===== config.mk =====
export PLATFORM = sky130hd
export DESIGN_NAME = aes_key_sched
export DESIGN_NICKNAME = d
export VERILOG_FILES = /design/src/rtl/aes128_block_cipher_macros.svh /design/src/rtl/aes_pkg.sv /design/src/rtl/aes_key_sched.sv
export SDC_FILE = /design/constraint.sdc
export NUM_CORES = 2
export LEC_CHECK = 0
export ABC_AREA = 1
export BUFFER_PORTS_ARGS = -buffer_cell sky130_fd_sc_hd__buf_2
export CAP_MARGIN = 20
export CORE_AREA = 3 3 594 596
export CTS_CLUSTER_SIZE = 16
export DETAILED_ROUTE_END_ITERATION = 8
export DIE_AREA = 0 0 597 599
export GPL_TIMING_DRIVEN = 0
export PLACE_DENSITY = 0.48
export RECOVER_POWER = 50
export SLEW_MARGIN = 5
export SYNTH_ARGS = -nofsm -noshare
export SYNTH_HDL_FRONTEND = slang
export SYNTH_SLANG_ARGS = --single-unit

===== constraint.sdc =====
create_clock -name i_clk -period 16.8 [get_ports i_clk]
set_input_delay 0.84 -clock i_clk [delete_from_list [all_inputs] [get_ports i_clk]]
set_output_delay 0.84 -clock i_clk [all_outputs]
set_load 0.02 [all_outputs]

===== src/rtl/aes128_block_cipher_macros.svh =====
// Assertion macros for the AES-128 block cipher
`ifndef AES128_BLOCK_CIPHER_MACROS_SVH
`define AES128_BLOCK_CIPHER_MACROS_SVH
// Implication check under synchronous reset
`define AES_ASSERT_IMP(label, clk, rst_n, ante, cons) \
label: assert property (@(posedge clk) disable iff (!rst_n) (ante) |-> (cons)) \
    else $error("assertion failed");
// Next-cycle implication check
`define AES_ASSERT_NEXT(label, clk, rst_n, ante, cons) \
label: assert property (@(posedge clk) disable iff (!rst_n) (ante) |=> (cons)) \
    else $error("assertion failed");
`endif


===== src/rtl/aes_pkg.sv =====
// Shared types, constants and byte functions for the AES-128 block cipher
package aes_pkg;
    localparam int unsigned NumRounds = 10;
    localparam int unsigned NumCfgRegs = 3;

    typedef enum logic [1:0] {
        t_reg_key_high = 2'd0,
        t_reg_key_low  = 2'd1,
        t_reg_mode     = 2'd2
    } t_reg_idx;

    typedef logic [127:0] t_block;

    function automatic logic [7:0] xtime(input logic [7:0] a);
        xtime = {a[6:0], 1'b0} ^ (a[7] ? 8'h1B : 8'h00);
    endfunction

    function automatic logic [7:0] gmul(input logic [7:0] a, input logic [7:0] b);
        logic [7:0] acc;
        logic [7:0] x;
        acc = 8'h00;
        x = a;
        for (int i = 0; i < 8; i++) begin
            if (b[i]) acc = acc ^ x;
            x = xtime(x);
        end
        gmul = acc;
    endfunction

    function automatic logic [7:0] sbox(input logic [7:0] x);
        logic [7:0] s [256] = '{
            8'h63,8'h7c,8'h77,8'h7b,8'hf2,8'h6b,8'h6f,8'hc5,8'h30,8'h01,8'h67,8'h2b,8'hfe,8'hd7,8'hab,8'h76,
            8'hca,8'h82,8'hc9,8'h7d,8'hfa,8'h59,8'h47,8'hf0,8'had,8'hd4,8'ha2,8'haf,8'h9c,8'ha4,8'h72,8'hc0,
            8'hb7,8'hfd,8'h93,8'h26,8'h36,8'h3f,8'hf7,8'hcc,8'h34,8'ha5,8'he5,8'hf1,8'h71,8'hd8,8'h31,8'h15,
            8'h04,8'hc7,8'h23,8'hc3,8'h18,8'h96,8'h05,8'h9a,8'h07,8'h12,8'h80,8'he2,8'heb,8'h27,8'hb2,8'h75,
            8'h09,8'h83,8'h2c,8'h1a,8'h1b,8'h6e,8'h5a,8'ha0,8'h52,8'h3b,8'hd6,8'hb3,8'h29,8'he3,8'h2f,8'h84,
            8'h53,8'hd1,8'h00,8'hed,8'h20,8'hfc,8'hb1,8'h5b,8'h6a,8'hcb,8'hbe,8'h39,8'h4a,8'h4c,8'h58,8'hcf,
            8'hd0,8'hef,8'haa,8'hfb,8'h43,8'h4d,8'h33,8'h85,8'h45,8'hf9,8'h02,8'h7f,8'h50,8'h3c,8'h9f,8'ha8,
            8'h51,8'ha3,8'h40,8'h8f,8'h92,8'h9d,8'h38,8'hf5,8'hbc,8'hb6,8'hda,8'h21,8'h10,8'hff,8'hf3,8'hd2,
            8'hcd,8'h0c,8'h13,8'hec,8'h5f,8'h97,8'h44,8'h17,8'hc4,8'ha7,8'h7e,8'h3d,8'h64,8'h5d,8'h19,8'h73,
            8'h60,8'h81,8'h4f,8'hdc,8'h22,8'h2a,8'h90,8'h88,8'h46,8'hee,8'hb8,8'h14,8'hde,8'h5e,8'h0b,8'hdb,
            8'he0,8'h32,8'h3a,8'h0a,8'h49,8'h06,8'h24,8'h5c,8'hc2,8'hd3,8'hac,8'h62,8'h91,8'h95,8'he4,8'h79,
            8'he7,8'hc8,8'h37,8'h6d,8'h8d,8'hd5,8'h4e,8'ha9,8'h6c,8'h56,8'hf4,8'hea,8'h65,8'h7a,8'hae,8'h08,
            8'hba,8'h78,8'h25,8'h2e,8'h1c,8'ha6,8'hb4,8'hc6,8'he8,8'hdd,8'h74,8'h1f,8'h4b,8'hbd,8'h8b,8'h8a,
            8'h70,8'h3e,8'hb5,8'h66,8'h48,8'h03,8'hf6,8'h0e,8'h61,8'h35,8'h57,8'hb9,8'h86,8'hc1,8'h1d,8'h9e,
            8'he1,8'hf8,8'h98,8'h11,8'h69,8'hd9,8'h8e,8'h94,8'h9b,8'h1e,8'h87,8'he9,8'hce,8'h55,8'h28,8'hdf,
            8'h8c,8'ha1,8'h89,8'h0d,8'hbf,8'he6,8'h42,8'h68,8'h41,8'h99,8'h2d,8'h0f,8'hb0,8'h54,8'hbb,8'h16
        };
        sbox = s[x];
    endfunction

    function automatic logic [7:0] inv_sbox(input logic [7:0] x);
        logic [7:0] s [256] = '{
            8'h52,8'h09,8'h6a,8'hd5,8'h30,8'h36,8'ha5,8'h38,8'hbf,8'h40,8'ha3,8'h9e,8'h81,8'hf3,8'hd7,8'hfb,
            8'h7c,8'he3,8'h39,8'h82,8'h9b,8'h2f,8'hff,8'h87,8'h34,8'h8e,8'h43,8'h44,8'hc4,8'hde,8'he9,8'hcb,
            8'h54,8'h7b,8'h94,8'h32,8'ha6,8'hc2,8'h23,8'h3d,8'hee,8'h4c,8'h95,8'h0b,8'h42,8'hfa,8'hc3,8'h4e,
            8'h08,8'h2e,8'ha1,8'h66,8'h28,8'hd9,8'h24,8'hb2,8'h76,8'h5b,8'ha2,8'h49,8'h6d,8'h8b,8'hd1,8'h25,
            8'h72,8'hf8,8'hf6,8'h64,8'h86,8'h68,8'h98,8'h16,8'hd4,8'ha4,8'h5c,8'hcc,8'h5d,8'h65,8'hb6,8'h92,
            8'h6c,8'h70,8'h48,8'h50,8'hfd,8'hed,8'hb9,8'hda,8'h5e,8'h15,8'h46,8'h57,8'ha7,8'h8d,8'h9d,8'h84,
            8'h90,8'hd8,8'hab,8'h00,8'h8c,8'hbc,8'hd3,8'h0a,8'hf7,8'he4,8'h58,8'h05,8'hb8,8'hb3,8'h45,8'h06,
            8'hd0,8'h2c,8'h1e,8'h8f,8'hca,8'h3f,8'h0f,8'h02,8'hc1,8'haf,8'hbd,8'h03,8'h01,8'h13,8'h8a,8'h6b,
            8'h3a,8'h91,8'h11,8'h41,8'h4f,8'h67,8'hdc,8'hea,8'h97,8'hf2,8'hcf,8'hce,8'hf0,8'hb4,8'he6,8'h73,
            8'h96,8'hac,8'h74,8'h22,8'he7,8'had,8'h35,8'h85,8'he2,8'hf9,8'h37,8'he8,8'h1c,8'h75,8'hdf,8'h6e,
            8'h47,8'hf1,8'h1a,8'h71,8'h1d,8'h29,8'hc5,8'h89,8'h6f,8'hb7,8'h62,8'h0e,8'haa,8'h18,8'hbe,8'h1b,
            8'hfc,8'h56,8'h3e,8'h4b,8'hc6,8'hd2,8'h79,8'h20,8'h9a,8'hdb,8'hc0,8'hfe,8'h78,8'hcd,8'h5a,8'hf4,
            8'h1f,8'hdd,8'ha8,8'h33,8'h88,8'h07,8'hc7,8'h31,8'hb1,8'h12,8'h10,8'h59,8'h27,8'h80,8'hec,8'h5f,
            8'h60,8'h51,8'h7f,8'ha9,8'h19,8'hb5,8'h4a,8'h0d,8'h2d,8'he5,8'h7a,8'h9f,8'h93,8'hc9,8'h9c,8'hef,
            8'ha0,8'he0,8'h3b,8'h4d,8'hae,8'h2a,8'hf5,8'hb0,8'hc8,8'heb,8'hbb,8'h3c,8'h83,8'h53,8'h99,8'h61,
            8'h17,8'h2b,8'h04,8'h7e,8'hba,8'h77,8'hd6,8'h26,8'he1,8'h69,8'h14,8'h63,8'h55,8'h21,8'h0c,8'h7d
        };
        inv_sbox = s[x];
    endfunction

    // byte i of the block sits in bits 127-8i -: 8
    function automatic logic [7:0] get_byte(input t_block b, input int i);
        get_byte = b[127 - 8*i -: 8];
    endfunction

    function automatic t_block enc_round(input t_block s, input t_block rk, input logic last);
        t_block sh;
        t_block o;
        logic [7:0] c0, c1, c2, c3;
        for (int c = 0; c < 4; c++)
            for (int r = 0; r < 4; r++)
                sh[127 - 8*(c*4+r) -: 8] = sbox(get_byte(s, ((c + r) % 4)*4 + r));
        o = sh;
        if (!last) begin
            for (int c = 0; c < 4; c++) begin
                c0 = get_byte(sh, c*4);
                c1 = get_byte(sh, c*4+1);
                c2 = get_byte(sh, c*4+2);
                c3 = get_byte(sh, c*4+3);
                o[127 - 8*(c*4) -: 8]   = xtime(c0) ^ xtime(c1) ^ c1 ^ c2 ^ c3;
                o[127 - 8*(c*4+1) -: 8] = c0 ^ xtime(c1) ^ xtime(c2) ^ c2 ^ c3;
                o[127 - 8*(c*4+2) -: 8] = c0 ^ c1 ^ xtime(c2) ^ xtime(c3) ^ c3;
                o[127 - 8*(c*4+3) -: 8] = xtime(c0) ^ c0 ^ c1 ^ c2 ^ xtime(c3);
            end
        end
        enc_round = o ^ rk;
    endfunction

    function automatic t_block dec_round(input t_block s, input t_block rk, input logic last);
        t_block sh;
        t_block o;
        logic [7:0] c0, c1, c2, c3;
        for (int c = 0; c < 4; c++)
            for (int r = 0; r < 4; r++)
                sh[127 - 8*(((c + r) % 4)*4 + r) -: 8] = inv_sbox(get_byte(s, c*4 + r));
        sh = sh ^ rk;
        o = sh;
        if (!last) begin
            for (int c = 0; c < 4; c++) begin
                c0 = get_byte(sh, c*4);
                c1 = get_byte(sh, c*4+1);
                c2 = get_byte(sh, c*4+2);
                c3 = get_byte(sh, c*4+3);
                o[127 - 8*(c*4) -: 8]   = gmul(c0, 8'd14) ^ gmul(c1, 8'd11)
                                        ^ gmul(c2, 8'd13) ^ gmul(c3, 8'd9);
                o[127 - 8*(c*4+1) -: 8] = gmul(c0, 8'd9) ^ gmul(c1, 8'd14)
                                        ^ gmul(c2, 8'd11) ^ gmul(c3, 8'd13);
                o[127 - 8*(c*4+2) -: 8] = gmul(c0, 8'd13) ^ gmul(c1, 8'd9)
                                        ^ gmul(c2, 8'd14) ^ gmul(c3, 8'd11);
                o[127 - 8*(c*4+3) -: 8] = gmul(c0, 8'd11) ^ gmul(c1, 8'd13)
                                        ^ gmul(c2, 8'd9) ^ gmul(c3, 8'd14);
            end
        end
        dec_round = o;
    endfunction

    // next round key from the previous one and the round constant
    function automatic t_block next_key(input t_block k, input logic [7:0] rc);
        logic [31:0] t;
        t_block o;
        t = {sbox(k[23:16]) ^ rc, sbox(k[15:8]), sbox(k[7:0]), sbox(k[31:24])};
        o[127:96] = k[127:96] ^ t;
        o[95:64]  = k[95:64] ^ o[127:96];
        o[63:32]  = k[63:32] ^ o[95:64];
        o[31:0]   = k[31:0] ^ o[63:32];
        next_key = o;
    endfunction

    function automatic logic [7:0] rcon(input int unsigned n);
        logic [7:0] r;
        r = 8'h01;
        for (int unsigned i = 0; i < NumRounds; i++)
            if (i < n) r = xtime(r);
        rcon = r;
    endfunction
endpackage


===== src/rtl/aes_key_sched.sv =====
// Round key table rebuilt after reset and after each key load, one round a cycle
module aes_key_sched (
    input  logic                    i_clk,
    input  logic                    i_rst_n,
    input  logic                    i_load,
    input  aes_pkg::t_block         i_key,
    output logic                    o_busy,
    output aes_pkg::t_block         o_rk [aes_pkg::NumRounds + 1]
);
    import aes_pkg::*;

    t_block     r_rk [NumRounds + 1];
    logic [3:0] r_cnt;
    logic       r_busy;

    always_ff @(posedge i_clk) begin
        if (!i_rst_n) begin
            r_busy <= 1'b1;
            r_cnt  <= 4'd1;
            r_rk[0] <= '0;
        end else if (i_load) begin
            r_busy <= 1'b1;
            r_cnt  <= 4'd1;
            r_rk[0] <= i_key;
        end else if (r_busy) begin
            r_rk[r_cnt] <= next_key(r_rk[r_cnt - 4'd1], rcon(32'(r_cnt) - 32'd1));
            r_cnt <= r_cnt + 4'd1;
            if (r_cnt == 4'(NumRounds)) r_busy <= 1'b0;
        end
    end

    assign o_busy = r_busy;
    assign o_rk   = r_rk;
endmodule


# ---- Word level (Yosys, flattened, before mapping)
# Memory sizes are Yosys's and may differ from the RTL's.
# Index checks and enable logic that the tools add are counted.
dict set report word_totals {
  romBits 8192
  memories 4
  word_cells 131
  output_inout_bits 1409
  input_bits 131
  reg_bits 1413
}
dict set report classes {
  muxes 67
  eq_ne 1
  bitwise 22
  reduce_logical 4
  n_addsub 3
  magnitude_cmp 17
}
# memory depth word_bits rd rd_ports_with_merged_regs write_ports line
set memory_table {}
lappend memory_table {{(no name shown)} 256 8 1 0 0 aes_pkg.sv:49} ;# sbox = s[x];
lappend memory_table {{(no name shown)} 256 8 1 0 0 aes_pkg.sv:49}
lappend memory_table {{(no name shown)} 256 8 1 0 0 aes_pkg.sv:49}
lappend memory_table {{(no name shown)} 256 8 1 0 0 aes_pkg.sv:49}
# op count
set op_table {}
lappend op_table {{$bwmux W1408} 1}
lappend op_table {{$mux W1408} 1}
lappend op_table {{$bmux W128 S4} 1}
lappend op_table {{$demux W128 S4} 1}
lappend op_table {{$mux W128} 4}
lappend op_table {{$mux W8} 47}
lappend op_table {{$lt A3 B32 Y1 const A} 4}
lappend op_table {{$xor A32 B32 Y32} 4}
lappend op_table {{$xor A8 B5 Y8} 9}
lappend op_table {{$lt A1 B32 Y1 const A} 2}
lappend op_table {{$lt A2 B32 Y1 const A} 2}
lappend op_table {{$lt A4 B32 Y1 const A} 2}
lappend op_table {{$mux W5} 9}
lappend op_table {{$ge A9 B9 Y1 const B} 4}
lappend op_table {{$not A8 Y9} 4}
lappend op_table {{$ge A5 B5 Y1 const B} 2}
lappend op_table {{$not A4 Y5} 2}
lappend op_table {{$xor A8 B8 Y8} 1}
lappend op_table {{$lt A5 B1 Y1 const B} 1}
lappend op_table {{$sub A4 B1 Y5 const B} 1}
lappend op_table {{$add A4 B1 Y4 const B} 1}
lappend op_table {{$eq A4 B4 Y1 const B} 1}
lappend op_table {{$sub A4 B1 Y4 const B} 1}
lappend op_table {{$reduce_and A3 Y1} 1}
lappend op_table {{6 further kinds} 8}

# ---- Longest topological paths before layout
dict set report depth {
  depth_word 68
  depth_mapped 46
  depth_no_buf 33
}

# ---- Worst setup path after synthesis
# OpenSTA, ideal clock, no wires.
dict set report synth_path {
  path_kind {reg-to-reg}
  startpoint {register r_cnt[0] (netlist name)}
  endpoint {register r_rk (netlist bit o_rk[256]) (enable)}
  n_path_buf 10
  arrival_ps 10848
  synth_period_minus_slack_ps 11620
  path_stages_with_launch 15
  setup_ps 772
  setup_slack_ps 5180
  path_cell_list {dfxtp_1 > buf_6 > inv_8 > buf_6 > buf_6 > buf_6 > buf_6 > buf_6 > buf_2 > buf_2 > buf_2 > buf_2 > ha_1 > inv_1 > nor3_1}
}
# element line
set synth_rtl {}
lappend synth_rtl {{end signal, assigned by index} aes_key_sched.sv:26} ;# r_rk[r_cnt] <= next_key(r_rk[r_cnt - 4'd1], rcon(32'(r_cnt) - 32'd1));
lappend synth_rtl {{end, declared} aes_key_sched.sv:12} ;# t_block r_rk [NumRounds + 1];

# ---- Worst setup path after layout
dict set report layout_path {
  startpoint {register r_cnt[0]}
  endpoint {register r_rk (netlist bit o_rk[385]) (data pin)}
}
dict set report layout_between {
  elab_chain_len 14
  word_cells_on_any_way 20
  cone_classes {add/sub: 1; order compare: 2; mux: 8; bitwise: 7; reduce/logical: 1; memory: 1}
}
# element line
set layout_rtl {}
lappend layout_rtl {{start, declared} aes_key_sched.sv:13} ;# logic [3:0] r_cnt;
lappend layout_rtl {{start signal, assigned} aes_key_sched.sv:27} ;# r_cnt <= r_cnt + 4'd1;
lappend layout_rtl {{$sub A4 B1 Y4} aes_key_sched.sv:26}
lappend layout_rtl {{$not A4 Y5 (not written as such)} aes_key_sched.sv:26}
lappend layout_rtl {{$bmux W128 S4} aes_key_sched.sv:26}
lappend layout_rtl {{$mux W128 (not written as such) (2 in a row)} aes_key_sched.sv:26}
lappend layout_rtl {{$not A8 Y9 (not written as such)} aes_pkg.sv:49}
lappend layout_rtl {{$mem_v2 Z256 W8} --}
lappend layout_rtl {{$mux W8 (not written as such) (2 in a row)} aes_pkg.sv:49}
lappend layout_rtl {{$xor A32 B32 Y32} aes_pkg.sv:135} ;# o[127:96] = k[127:96] ^ t;
lappend layout_rtl {{$xor A32 B32 Y32} aes_pkg.sv:136} ;# o[95:64] = k[95:64] ^ o[127:96];
lappend layout_rtl {{$xor A32 B32 Y32} aes_pkg.sv:137} ;# o[63:32] = k[63:32] ^ o[95:64];
lappend layout_rtl {{$xor A32 B32 Y32} aes_pkg.sv:138} ;# o[31:0] = k[31:0] ^ o[63:32];
lappend layout_rtl {{$bwmux W1408 (*)} aes_key_sched.sv:26}
# Mark *: on every way between the ends. The rest lies on a longest branch, timed or not. The select of a mux whose other input is x is not followed.
# A chain may end at the register's enable or synchronous reset.

==> run metrics <==
1st-iter DRT viols=13800; Fmax achieved=0.0659 GHz; H-tree Lvls=4; Final Hold Violating Endpoints=0; Lkg Pwr=34.3 nW; Root Driver=clkbuf_16; Min-Delay Path Class=input port to flip-flop; endpoints failing setup=0; grt total ovfl=0; Die ar.=358000 um^2; Hold Buf Count CTS=0; Vias/cell=5.55; first-pass GRT wire length=809000 um; worst setup margin=1.62 ns; routability cong.=1.01; Avg Inst Size Synth=9.15 um^2; CP most frequent cell=nand2_1; unrepaired setup endpoints after global routing=no; TritonCTS clock tree=built; total power=14.5 mW; most common cell in the synthesized netlist=nand2_1; Tmin final=15.18 ns; Routed WL=651000 um; post-synthesis cell count=7927; Max-slew headroom=-50.2%; maximum clock insertion buffer count=4; Core ar.=349000 um^2; layout cells sized above 1=10.9%; Crit Path Category=flip-flop to flip-flop; Tcrit/Tclk final=90.3%; status=complete, but fails checks; worst slew pin tran=2.25 ns; CP arrival=15.71 ns; max-cap violations=2; post-cts repair resize count=0; CP required=17.33 ns; Synth cell types=56; die width=597 um; post-route ant nets=0; CTS buffer count=168; Final Core Density=26.5%; register area share after synthesis=56.7%; initial antenna violation count=85; syn_nets=8114; I/O Buffers=1539; synth top area cells=edfxtp_1 (53%), nand2_1 (13%), nand3_1 (8.1%); Avg WL per Cell=44.4 um; Tot GR Track Use=34.6%; number of synthesized register bits=1413; FILL cells=38600; Setup TNS Final=0 ns; pwr dens=157 nW/um^2; DRC Markers=0; slowest stage delay, CP=1.66 ns; TritonRoute pass-1 iters=6; largest net degree at the start of global routing=17; fin. max-slew vios=25; CTS Sinks=1413; Layout area overhead=27.2%; commonest cells in the netlist=nand2_1 (2488), edfxtp_1 (1280), nand3_1 (1178); CP Max Fanout=13; YS warnings=0; Clock Skews=0.111 ns; via count=81400; ys flop type=edfxtp_1; final hold slack=0.161 ns; failing checks=capacitance limit, slew limit; cell accounting for the most synthesized area=edfxtp_1; startpoint types=flip-flop; dpl ws=3.24 ns; postcts setup bufs=0; clk slew on worst S/H paths=0.06 ns; Async S/R FF share, synth=0%; nets=10100; I/O pin count=1540; DP HPWL=531000 um; Crit-path slowest cell=clkbuf_1; vias in the first global route=74300; row count=217; Initial Utilization=20.8%; chip height=599 um; Crit. End Element=flip-flop; EDFF count, synth=1280; Netlist Area Pre-Place=72500 um^2; clk_lat worst skew=0.96 ns; top cell type's share of synthesized area=53.0%; Peak VDD IR=83.8 uV
==> cell usage in the layout, fill, tap and decap left out, drive strengths merged <==
cell type / instances
nand2: 2562
clkbuf: 1894
edfxtp: 1280
nand3: 1189
buf: 608
o21ai: 441
nor2: 384
inv: 365
a21oi: 289
dfxtp: 133
a32o: 127
a22oi: 124
a31oi: 99
o211ai: 92
o22ai: 82
diode: 61
or2: 61
clkinv: 59
ha: 56
and2: 31
nand3b: 26
a22o: 21
bufinv: 20
nand4: 19
and3: 15
clkinvlp: 13
nor3: 13
o221ai: 8
nor3b: 2
o2111ai: 1
o21a: 1
a21boi: 1
nor4: 1
==> cell families after synthesis <==
family                     after synthesis  synth area share (%)
adders and majority gates               56                 0.966
and+or+nand+nor                       4303                  25.6
buffers and inverters                  869                  5.66
DFF                                   1413                  56.7
AOI/OAI and AO/OA                     1286                  11.1
==> worst max-delay path, delay by kind of cell (launching register included) <==
kind / cells / cell delay [ns]
buffers and inverters: 14 / 6.67
DFF: 1 / 0.34
adders and majority gates: 2 / 0.71
AOI/OAI and AO/OA: 4 / 1.45
and+or+nand+nor: 16 / 5.45
==> registers in the layout, summed over array words and instances, names as in the netlist <==
register / cells
o_rk: 1408
o_busy: 1
r_cnt: 4
==> power breakdown <==
group | internal [mW] | switching [mW]
clock network | 2.24 | 1.71
registers | 4.54 | 0.0968
logic | 1.03 | 4.88
total | 7.81 | 6.68
==> final timing paths <==
path,endpoint,depth (start not counted),slack [ns],startpoint
max,o_rk[385]$_DFFE_PP_,36,1.62,r_cnt[0]$_SDFFE_PP1P_
min,o_rk[1373]$_SDFFE_PN0P_,3,0.16,i_key[93]
max reg2reg,o_rk[385]$_DFFE_PP_,36,1.62,r_cnt[0]$_SDFFE_PP1P_
min reg2reg,o_rk[1360]$_SDFFE_PN0P_,2,0.51,o_rk[1360]$_SDFFE_PN0P_
==> metrics by stage <==
step,cell area (um^2),instances
3_5_place_dp,88700,14300
5_1_grt,92100,14600
6_report,92200,14700
2_1_floorplan,72500,7927
4_1_cts,94400,14600
3_3_place_gp,86000,14100
==> layer usage <==
metal  track usage (%)  part of all wire (%)  up-vias
met2              50.7                    42     6800
met5             0.655                 0.096        -
met1              41.0                    37    41400
met4              26.4                   9.2       22
met3              12.9                    12     1417
li1                  -                     -    31900
==> final cells by class <==
| class | count | area, um^2 | share of cell area, % |
|---|---|---|---|
| Antenna cell | 61 | 153 | 0.165 |
| Buffer | 506 | 2740 | 2.97 |
| Clock buffer | 214 | 4560 | 4.94 |
| Clock inverter | 94 | 1140 | 1.23 |
| Inverter | 363 | 1380 | 1.49 |
| Multi-Input combinational cell | 5645 | 27300 | 29.6 |
| Sequential cell | 1413 | 41100 | 44.6 |
| Tap cell | 4599 | 5750 | 6.24 |
| Timing Repair Buffer | 1782 | 8080 | 8.76 |
(Power assumes the default switching activity.)
